**config.mk**
```make
export PLATFORM = sky130hd
export DESIGN_NAME = field_category_pair_table
export DESIGN_NICKNAME = d
export VERILOG_FILES = /design/src/rtl/fcpt_pkg.sv /design/src/rtl/fcpt_cell.sv /design/src/rtl/fcpt_ctrl.sv /design/src/rtl/field_category_pair_table.sv
export VERILOG_INCLUDE_DIRS = /design/src /design/src/rtl
export SDC_FILE = /design/constraint.sdc
export NUM_CORES = 2
export LEC_CHECK = 0
export BUFFER_PORTS_ARGS = -buffer_cell sky130_fd_sc_hd__buf_2
export CAP_MARGIN = 10
export CORE_ASPECT_RATIO = 1.1
export CORE_UTILIZATION = 30
export CTS_BUF_LIST = sky130_fd_sc_hd__clkbuf_2 sky130_fd_sc_hd__clkbuf_4 sky130_fd_sc_hd__clkbuf_8
export CTS_CLUSTER_DIAMETER = 50
export DETAILED_ROUTE_END_ITERATION = 10
export GPL_ROUTABILITY_DRIVEN = 0
export SKIP_CTS_REPAIR_TIMING = 1
export SYNTH_ARGS = -nofsm -noshare
export SYNTH_HDL_FRONTEND = slang
export SYNTH_HIERARCHICAL = 1
export SYNTH_SLANG_ARGS = --single-unit
```
**constraint.sdc**
```tcl
create_clock -name clk -period 4.7 [get_ports clk]
set_clock_uncertainty 0.1 [all_clocks]
set_input_delay 0.705 -clock clk [delete_from_list [all_inputs] [get_ports clk]]
set_output_delay 0.705 -clock clk [all_outputs]
set_load 0.02 [all_outputs]
```
**src/rtl/field_category_pair_table_macros.svh**
```systemverilog
// assertion macros for the field/category pair table
// expects clk and rst_n to be visible where a macro is used
`ifndef FIELD_CATEGORY_PAIR_TABLE_MACROS_SVH
`define FIELD_CATEGORY_PAIR_TABLE_MACROS_SVH

// same-cycle implication, off during reset
`define FCPT_ASSERT_IMPL(lbl, ante, cons, msg) \
  lbl: assert property (@(posedge clk) disable iff (!rst_n) (ante) |-> (cons)) \
    else $error(msg);

// next-cycle implication, off during reset
`define FCPT_ASSERT_NEXT(lbl, ante, cons, msg) \
  lbl: assert property (@(posedge clk) disable iff (!rst_n) (ante) |=> (cons)) \
    else $error(msg);

`endif

```
**src/rtl/fcpt_pkg.sv**
```systemverilog
// shared types, codes and sizes for the field/category pair table
// no dependencies
package fcpt_pkg;

  localparam int CAPACITY = 16;
  localparam int CNT_W    = $clog2(CAPACITY + 1);

  // command codes
  localparam logic [1:0] CMD_INSERT = 2'd0;
  localparam logic [1:0] CMD_LOOKUP = 2'd1;
  localparam logic [1:0] CMD_DELETE = 2'd2;
  localparam logic [1:0] CMD_CLEAR  = 2'd3;

  // status codes
  localparam logic [1:0] ST_DONE      = 2'd0;
  localparam logic [1:0] ST_PRESENT   = 2'd1;
  localparam logic [1:0] ST_FULL      = 2'd2;
  localparam logic [1:0] ST_NOT_FOUND = 2'd3;

  typedef struct packed {
    logic [1:0]  command;
    logic [15:0] field_id;
    logic [30:0] category;
    logic        any_category;
  } in_item_t;

  typedef struct packed {
    logic [1:0]  status;
    logic [30:0] found_category;
    logic [4:0]  entry_count;
  } out_item_t;

  // one stored pair
  typedef struct packed {
    logic [15:0] field_id;
    logic [30:0] category;
  } entry_t;

  // controls from the sequencer to the whole chain
  typedef struct packed {
    logic                shift;
    logic [CAPACITY-1:0] wr_head;
    logic [CAPACITY-1:0] wr_key;
    entry_t              key;
  } chain_ctl_t;

  // controls seen by one cell
  typedef struct packed {
    logic shift;
    logic wr_head;
    logic wr_key;
  } cell_ctl_t;

endpackage

```
**src/rtl/fcpt_cell.sv**
```systemverilog
// one slot of the pair chain: holds a pair, takes its neighbor's or the head's on a shift, or the key
// depends on fcpt_pkg
module fcpt_cell (
  input  logic               clk,
  input  fcpt_pkg::cell_ctl_t ctl,
  input  fcpt_pkg::entry_t   right,
  input  fcpt_pkg::entry_t   head,
  input  fcpt_pkg::entry_t   key,
  output fcpt_pkg::entry_t   data
);
  import fcpt_pkg::*;

  entry_t data_r;

  // append the key, recirculate the head, or take the neighbor
  always_ff @(posedge clk) begin
    if (ctl.wr_key) begin
      data_r <= key;
    end else if (ctl.shift) begin
      data_r <= ctl.wr_head ? head : right;
    end
  end

  assign data = data_r;

endmodule

```
**src/rtl/fcpt_ctrl.sv**
```systemverilog
// sequencer: takes requests, walks the chain once per request (not on clear or an empty table), builds results
// depends on fcpt_pkg
module fcpt_ctrl (
  input  logic                 clk,
  input  logic                 rst_n,
  input  logic                 in_valid,
  output logic                 in_stall,
  input  fcpt_pkg::in_item_t   in_data,
  output logic                 out_valid,
  input  logic                 out_stall,
  output fcpt_pkg::out_item_t  out_data,
  input  fcpt_pkg::entry_t     head,
  output fcpt_pkg::chain_ctl_t chain_ctl
);
  import fcpt_pkg::*;

  localparam logic [1:0] S_IDLE = 2'd0;
  localparam logic [1:0] S_WALK = 2'd1;
  localparam logic [1:0] S_FIN  = 2'd2;
  localparam logic [1:0] S_OUT  = 2'd3;

  logic [1:0]       state_r, state_nxt;
  logic [1:0]       cmd_r, cmd_nxt;
  entry_t           key_r, key_nxt;
  logic             any_r, any_nxt;
  logic [CNT_W-1:0] count_r, count_nxt;
  logic [CNT_W-1:0] occ_r, occ_nxt;
  logic [CNT_W-1:0] steps_r, steps_nxt;
  logic             dup_r, dup_nxt;
  logic             hit_r, hit_nxt;
  logic [30:0]      found_r, found_nxt;
  out_item_t        res_r, res_nxt;
  logic             out_valid_r, out_valid_nxt;
  out_item_t        out_data_r, out_data_nxt;

  logic head_f, head_c, kill;

  // compare the pair at the head against the request key
  assign head_f = (head.field_id == key_r.field_id);
  assign head_c = (head.category == key_r.category);
  assign kill   = (cmd_r == CMD_DELETE) && head_f && (any_r || head_c);

  assign in_stall = (state_r != S_IDLE);

  always_comb begin
    state_nxt     = state_r;
    cmd_nxt       = cmd_r;
    key_nxt       = key_r;
    any_nxt       = any_r;
    count_nxt     = count_r;
    occ_nxt       = occ_r;
    steps_nxt     = steps_r;
    dup_nxt       = dup_r;
    hit_nxt       = hit_r;
    found_nxt     = found_r;
    res_nxt       = res_r;
    out_valid_nxt = out_valid_r;
    out_data_nxt  = out_data_r;

    chain_ctl         = '0;
    chain_ctl.key     = key_r;

    // result taken downstream
    if (out_valid_r && !out_stall) begin
      out_valid_nxt = 1'b0;
    end

    case (state_r)
      S_IDLE: begin
        if (in_valid) begin
          cmd_nxt            = in_data.command;
          key_nxt.field_id   = in_data.field_id;
          key_nxt.category   = in_data.category;
          any_nxt            = in_data.any_category;
          occ_nxt            = count_r;
          steps_nxt          = count_r;
          dup_nxt            = 1'b0;
          hit_nxt            = 1'b0;
          found_nxt          = '0;
          if (in_data.command == CMD_CLEAR) begin
            count_nxt = '0;
            res_nxt   = '{status: ST_DONE, found_category: '0, entry_count: '0};
            state_nxt = S_OUT;
          end else if (count_r == '0) begin
            state_nxt = S_FIN;
          end else begin
            state_nxt = S_WALK;
          end
        end
      end

      // rotate one pair past the head per cycle, dropping killed pairs
      S_WALK: begin
        chain_ctl.shift = 1'b1;
        for (int i = 0; i < CAPACITY; i++) begin
          chain_ctl.wr_head[i] = !kill && (occ_r == CNT_W'(i + 1));
        end
        if (kill) begin
          occ_nxt = occ_r - 1'b1;
          hit_nxt = 1'b1;
        end
        if (cmd_r == CMD_INSERT && head_f && head_c) begin
          dup_nxt = 1'b1;
        end
        if (cmd_r == CMD_LOOKUP && head_f && !hit_r) begin
          hit_nxt   = 1'b1;
          found_nxt = head.category;
        end
        steps_nxt = steps_r - 1'b1;
        if (steps_r == CNT_W'(1)) begin
          state_nxt = S_FIN;
        end
      end

      // settle status, append on an insert that is new and fits
      S_FIN: begin
        res_nxt.found_category = '0;
        case (cmd_r)
          CMD_INSERT: begin
            if (dup_r) begin
              res_nxt.status = ST_PRESENT;
            end else if (count_r == CNT_W'(CAPACITY)) begin
              res_nxt.status = ST_FULL;
            end else begin
              for (int i = 0; i < CAPACITY; i++) begin
                chain_ctl.wr_key[i] = (count_r == CNT_W'(i));
              end
              count_nxt      = count_r + 1'b1;
              res_nxt.status = ST_DONE;
            end
          end
          CMD_LOOKUP: begin
            res_nxt.status         = hit_r ? ST_DONE : ST_NOT_FOUND;
            res_nxt.found_category = found_r;
          end
          CMD_DELETE: begin
            count_nxt      = occ_r;
            res_nxt.status = hit_r ? ST_DONE : ST_NOT_FOUND;
          end
          default: begin
            res_nxt.status = ST_DONE;
          end
        endcase
        res_nxt.entry_count = 5'(count_nxt);
        state_nxt           = S_OUT;
      end

      // hand the result to the output register once it is free
      S_OUT: begin
        if (!out_valid_r || !out_stall) begin
          out_valid_nxt = 1'b1;
          out_data_nxt  = res_r;
          state_nxt     = S_IDLE;
        end
      end

      default: begin
        state_nxt = S_IDLE;
      end
    endcase
  end

  // control state
  always_ff @(posedge clk) begin
    if (!rst_n) begin
      state_r     <= S_IDLE;
      count_r     <= '0;
      out_valid_r <= 1'b0;
    end else begin
      state_r     <= state_nxt;
      count_r     <= count_nxt;
      out_valid_r <= out_valid_nxt;
    end
  end

  // working registers and payload
  always_ff @(posedge clk) begin
    cmd_r      <= cmd_nxt;
    key_r      <= key_nxt;
    any_r      <= any_nxt;
    occ_r      <= occ_nxt;
    steps_r    <= steps_nxt;
    dup_r      <= dup_nxt;
    hit_r      <= hit_nxt;
    found_r    <= found_nxt;
    res_r      <= res_nxt;
    out_data_r <= out_data_nxt;
  end

  assign out_valid = out_valid_r;
  assign out_data  = out_data_r;

endmodule

```
**src/rtl/field_category_pair_table.sv**
```systemverilog
// top level of the field/category pair table: sequencer plus a ring of cells
// depends on fcpt_pkg, fcpt_cell, fcpt_ctrl and the assertion macros
//
// usage
//   in_valid/in_stall/in_data carry one request: command (insert, lookup,
//   delete, clear), field_id, category and any_category. a request is taken
//   when in_valid is high and in_stall is low.
//   out_valid/out_stall/out_data carry one result per request: status,
//   found_category and entry_count, in request order.
//   one request at a time: a request with N pairs held rotates the ring of
//   cells N times past the head cell, then settles in S_FIN and loads the
//   output register in S_OUT; a clear skips the walk and S_FIN. the next
//   request is taken only once the sequencer is back in S_IDLE.
//   a result may wait in the output register under out_stall while the
//   next request is taken and worked on; that request holds in its last
//   stage until the register frees.
//   reset empties the table at once (count to zero, no clearing pass);
//   cell contents are left as they are and never read before written.
`include "field_category_pair_table_macros.svh"

module field_category_pair_table (
  input  logic                clk,
  input  logic                rst_n,
  input  logic                in_valid,
  output logic                in_stall,
  input  fcpt_pkg::in_item_t  in_data,
  output logic                out_valid,
  input  logic                out_stall,
  output fcpt_pkg::out_item_t out_data
);
  import fcpt_pkg::*;

  chain_ctl_t chain_ctl;
  entry_t     cell_data [CAPACITY];

  // sequencer
  fcpt_ctrl u_ctrl (
    .clk       (clk),
    .rst_n     (rst_n),
    .in_valid  (in_valid),
    .in_stall  (in_stall),
    .in_data   (in_data),
    .out_valid (out_valid),
    .out_stall (out_stall),
    .out_data  (out_data),
    .head      (cell_data[0]),
    .chain_ctl (chain_ctl)
  );

  // ring of cells, each shifting toward the head
  for (genvar i = 0; i < CAPACITY; i++) begin : g_cell
    cell_ctl_t cctl;

    assign cctl.shift   = chain_ctl.shift;
    assign cctl.wr_head = chain_ctl.wr_head[i];
    assign cctl.wr_key  = chain_ctl.wr_key[i];

    fcpt_cell u_cell (
      .clk   (clk),
      .ctl   (cctl),
      .right (cell_data[(i + 1) % CAPACITY]),
      .head  (cell_data[0]),
      .key   (chain_ctl.key),
      .data  (cell_data[i])
    );
  end

  // checks on the sequencer
  `FCPT_ASSERT_NEXT(a_busy_after_req, in_valid && !in_stall, in_stall, "request not held")
  `FCPT_ASSERT_IMPL(a_append_alone, chain_ctl.wr_key != '0, $onehot(chain_ctl.wr_key) && !chain_ctl.shift, "bad append")
  `FCPT_ASSERT_IMPL(a_one_recirc, chain_ctl.shift, $onehot0(chain_ctl.wr_head), "head written twice")
  `FCPT_ASSERT_IMPL(a_result_from_busy, $rose(out_valid), $past(in_stall), "result without request")

endmodule

```
After elaboration in Yosys (flattened, before gate mapping)
Index checks and enable logic that the tools add are counted.

cells by class
  add/sub/neg operators = 3
  equal/unequal tests = 50
  mux-type cells = 88
  reduce and logical (&&, ||, !) cells = 62

operators by type and width
  kind                                                 count
  two-way mux 47 bit                                   47
  two-way mux 31 bit                                   3
  equality test 5 x 4 -> 1 bit, second input constant  16
  two-way mux 38 bit                                   2
  one-hot mux 38 bit (2 select lines)                  1
  two-way mux 16 bit                                   4
  one-hot mux 31 bit (2 select lines)                  1
  equality test 5 x 3 -> 1 bit, second input constant  8
  one-hot mux 5 bit (2 select lines)                   4
  nonzero test 2 bit                                   19
  equality test 31 bit                                 1
  two-way mux 5 bit                                    6
  logical AND 1 bit                                    23
  equality test 5 x 2 -> 1 bit, second input constant  4
  AND reduction 3 bit                                  6
  two-way mux 17 bit                                   1
  equality test 16 bit                                 1
  two-way mux 2 bit                                    8
  equality test 5 x 1 -> 1 bit, second input constant  3
  != test 2 x 1 -> 1 bit, second input constant        6
  equality test 5 bit, second input constant           2
  subtractor 5 x 1 -> 5 bit, second input constant     2
  equality test 2 bit, second input constant           4
  one-hot mux 2 bit (4 select lines)                   1
  13 further kinds                                     30

word-level totals
  register bits after elaboration = 929
  input port bits = 54
  output and inout port bits = 40

Depth between registers and ports, before layout
  depth after elaboration = 9
  gate-level depth with buffers = 11

Modules after synthesis
Netlist, hierarchy kept.

by module, submodules not included
  module     instances  cells each  area an instance (um^2)  sequential area each (um^2)
  fcpt_cell  16         204         2423.6                   1411.4
  fcpt_ctrl  1          538         7524.7                   5235.0

Least setup slack after synthesis
Ideal clock, no wire load.

  path kind = input -> register
  start point = input port in_valid
  end point = register u_ctrl.found_r[0] (enable)
  setup time = 0.419 ns
  arrival time = 3.411 ns
  slack = 0.770 ns
  stages on the path = 4
  path buffers = 0
  cell sequence = nand2_1 > inv_1 > a21oi_1 > nor2_1

on the way
  longest elaborated chain between the ends = 2

ends and longest elaborated chain
  element                        RTL line                         text
  start: declaration             field_category_pair_table.sv:24  input logic in_valid,
  != test 2 bit (no line)        n/a
  AND reduction 3 bit (no line)  n/a
  end signal: assignment         fcpt_ctrl.sv:185                 found_r <= found_nxt;
  end: declaration               fcpt_ctrl.sv:31                  logic [30:0] found_r, found_nxt;

No other way between the ends.
A chain may end at the register's enable or synchronous reset.

==> metrics.md <==
| Metric | Value |
|---|---|
| Die ar. | `156000 um^2` |
| FF+latch count, synth | `929` |
| DRC viols | `0` |
| Multi-input gate area | `~17000 um^2` |
| Htree depth | `4` |
| Global route overflow | `0` |
| IO Count | `between 90 and 100` |
| Most frequent cell after synthesis | `edfxtp_1` |
| Post-synthesis sequential area ratio | `about three fifths` |
| Post-Layout Inst Area | `about 53000 um^2` |
| Largest net degree at the start of global routing | `95` |
| Synth Net Count | `about 3900` |
| DR pass1 iterations | `9` |
| Max-Cap Viols | `0` |
| Worst-margin pin slew | `1220 ps` |
| CTS Sinks | `929` |
| Site Rows | `150` |
| Final period util | `between 80% and 90%` |
| Routed wire length | `approximately 140000 um` |
| Fin. Hold Viols | `0` |
| Root buffer cell | `clkbuf_8` |
| First-pass GRT wire length | `202000 um` |
| Tot Pwr | `roughly 0.028 W` |
| Vias per Instance | `roughly 5.1` |
| Die Ht | `414 um` |
| Final WS setup | `approximately 600 ps` |
| Clock transition at path regs | `about 60 ps` |
| Initial Util | `between 30% and 40%` |
| CP startpoint kind | `register` |
| Crit Path Max Fanout | `31` |
| TritonCTS Buffers | `157` |
| DR WL/cell | `22.6 um` |
| Fillers | `between 10000 and 15000` |
| Kind of end point of the critical path | `register` |
| Layout cells sized above 1 | `13.0%` |
| Vias in the first global route | `29700` |
| Worst hold slack | `about 190 ps` |
| Post-Syn Instances | `about 3800` |
| CP Data Arrival Time | `approximately 4600 ps` |
| Max Clock Freq | `between 200 and 250 MHz` |
| Nets | `a little over 4000` |
| Total Negative Setup Slacks | `0 ps` |
| Share of synthesized registers carrying an async set or reset | `0%` |
| Synth warn | `6` |
| Routed vias | `a little over 30000` |
| Syn_area_per_cell | `between 10 and 15 um^2` |
| # port buffers | `93` |
| RSZ-0062 raised after global routing | `no` |
| Cell Area, Placed | `approximately 50000 um^2` |
| Post-DP HPWL | `between 70000 and 80000 um` |
| Final setup fails | `0` |
| Tmin final | `between 4000 and 5000 ps` |
| Latest clock arrival within the worst-skew pair | `between 800 and 900 ps` |
| Pwr dens | `~530 nW/um^2` |
| Area leader, netlist | `edfxtp_1` |
| Post-synth EDFFs | `approximately 920` |
| Mapped Area | `between 40000 and 50000 um^2` |
| Synth top area cells | `edfxtp_1, mux2i_1, o21ai_1` |
| Slew margin rel. | `a little under a fifth` |
| Core area | `153000 um^2` |
| Synthesis-to-layout area growth | `13.7%` |
| Die W | `~380 um` |
| CTS Buffer Depth | `3` |
| CP Data Required Time | `just over 5000 ps` |
| Yosys cell types | `48` |
| Primary FF master, synth | `edfxtp_1` |
| Detail Route Antenna Nets | `0` |
| CTS tree | `built` |
| Maximum VDD drop | `a little over 0.4 mV` |
| Top cell type's share of synthesized area | `approximately 60%` |
| Synth top cells by count | `edfxtp_1, nand2_1, mux2i_1` |
| Initial antenna violation count | `8` |
| Place WS | `691 ps` |
| Sequential cell area | `about 28000 um^2` |
| Outcome | `finished clean` |
| Total track usage | `between 15 and 20%` |
| DR iter-0 viols | `between 3000 and 4000` |
| Max Slew Vio Count | `0` |
| Hold Path Class | `input port to register` |
| Crit Path Category | `register to register` |
| Leakage power | `approximately 15 nW` |
## through the flow
step                instances  util, %
floorplan                3802        -
global placement         5825     32.2
detailed placement       5825     32.2
CTS                      6107     34.2
global route             6159     34.5
finish                   6160     34.5
## where the power goes
part	switching (W)	internal [W]	total [W]
registers	0.00106	0.0125	0.0136
logic	0.00491	0.00205	0.00696
clock network	0.00344	0.00375	0.00719
## worst max-delay path: stages, from the launching register on
cell	delay [ps]
edfxtp_1	910
xnor2_1	130
nand4_1	210
nor4_1	90
buf_4	160
a21o_2	340
buf_12	210
a21oi_4	860
buf_12	380
mux2i_1	260
o21ai_1	70
## kinds of logic (layout without fill, tap and decap cells)
kind of cell	count (synthesis)	in the layout	share of synthesized area (%)
buffers and inverters	285	589	4.72
AOI/OAI and AO/OA	810	810	8.90
muxes	753	753	16.3
DFF	929	929	60.1
and+or+nand+nor	952	952	8.48
xor gates and xnor gates	53	53	1.00
other	0	2	0
adders and majority gates	20	20	0.540
## cells in the final DEF, fill, tap and decap left out, drive strengths merged, types with 3 or more instances in the layout
master       instances
edfxtp             921
nand2              783
o21ai              755
mux2i              753
buf                235
clkbuf             212
clkinv              55
dlygate4sd3         51
xnor2               51
and2                36
a21oi               35
nor2                34
and3                33
inv                 28
ha                  20
nand4               17
or2                 16
nand3                8
dfxtp                8
nor2b                6
clkinvlp             5
nand2b               5
bufinv               3
nor4b                3
a221oi               3
nor4                 3
a21o                 3
## final cells by class
| class | instances | area share (%) |
|---|---|---|
| Sequential cell | 929 | 52.8 |
| Antenna cell | 2 | 0.00951 |
| Inverter | 21 | 0.152 |
| Multi-Input combinational cell | 2588 | 31.6 |
| Timing Repair Buffer | 286 | 4.78 |
| Tap cell | 2052 | 4.88 |
| Clock buffer | 212 | 4.92 |
| Clock inverter | 70 | 0.801 |
## flip-flops by register name, indices dropped and copies added (netlist names), 2 cells and up
name	count
g_cell.u_cell/data	752
u_ctrl/chain_ctl	47
u_ctrl/cmd_r	2
u_ctrl/count_r	5
u_ctrl/found_r	31
u_ctrl/occ_r	5
u_ctrl/out_data	38
u_ctrl/res_r	38
u_ctrl/state_r	2
u_ctrl/steps_r	5
## path summary, 6_finish.rpt
check                            start                   endpoint  slack (ps)  cells past startpoint
max          g_cell[0].u_cell/data[21]  g_cell[2].u_cell/data[45]         620                     10
min                          out_stall           u_ctrl/out_valid         190                      3
max reg2reg  g_cell[0].u_cell/data[21]  g_cell[2].u_cell/data[45]         620                     10
min reg2reg           u_ctrl/res_r[24]        u_ctrl/out_data[24]         320                      0
## routing by layer
layer,routed length (um),vias up,GRT usage (%)
li1,-,14300,-
met1,59600,15300,24.0
met2,64000,1394,27.4
met3,12500,211,3.81
met4,3120,6,5.17
met5,31,-,0
Power figures use the tool's default switching activity.
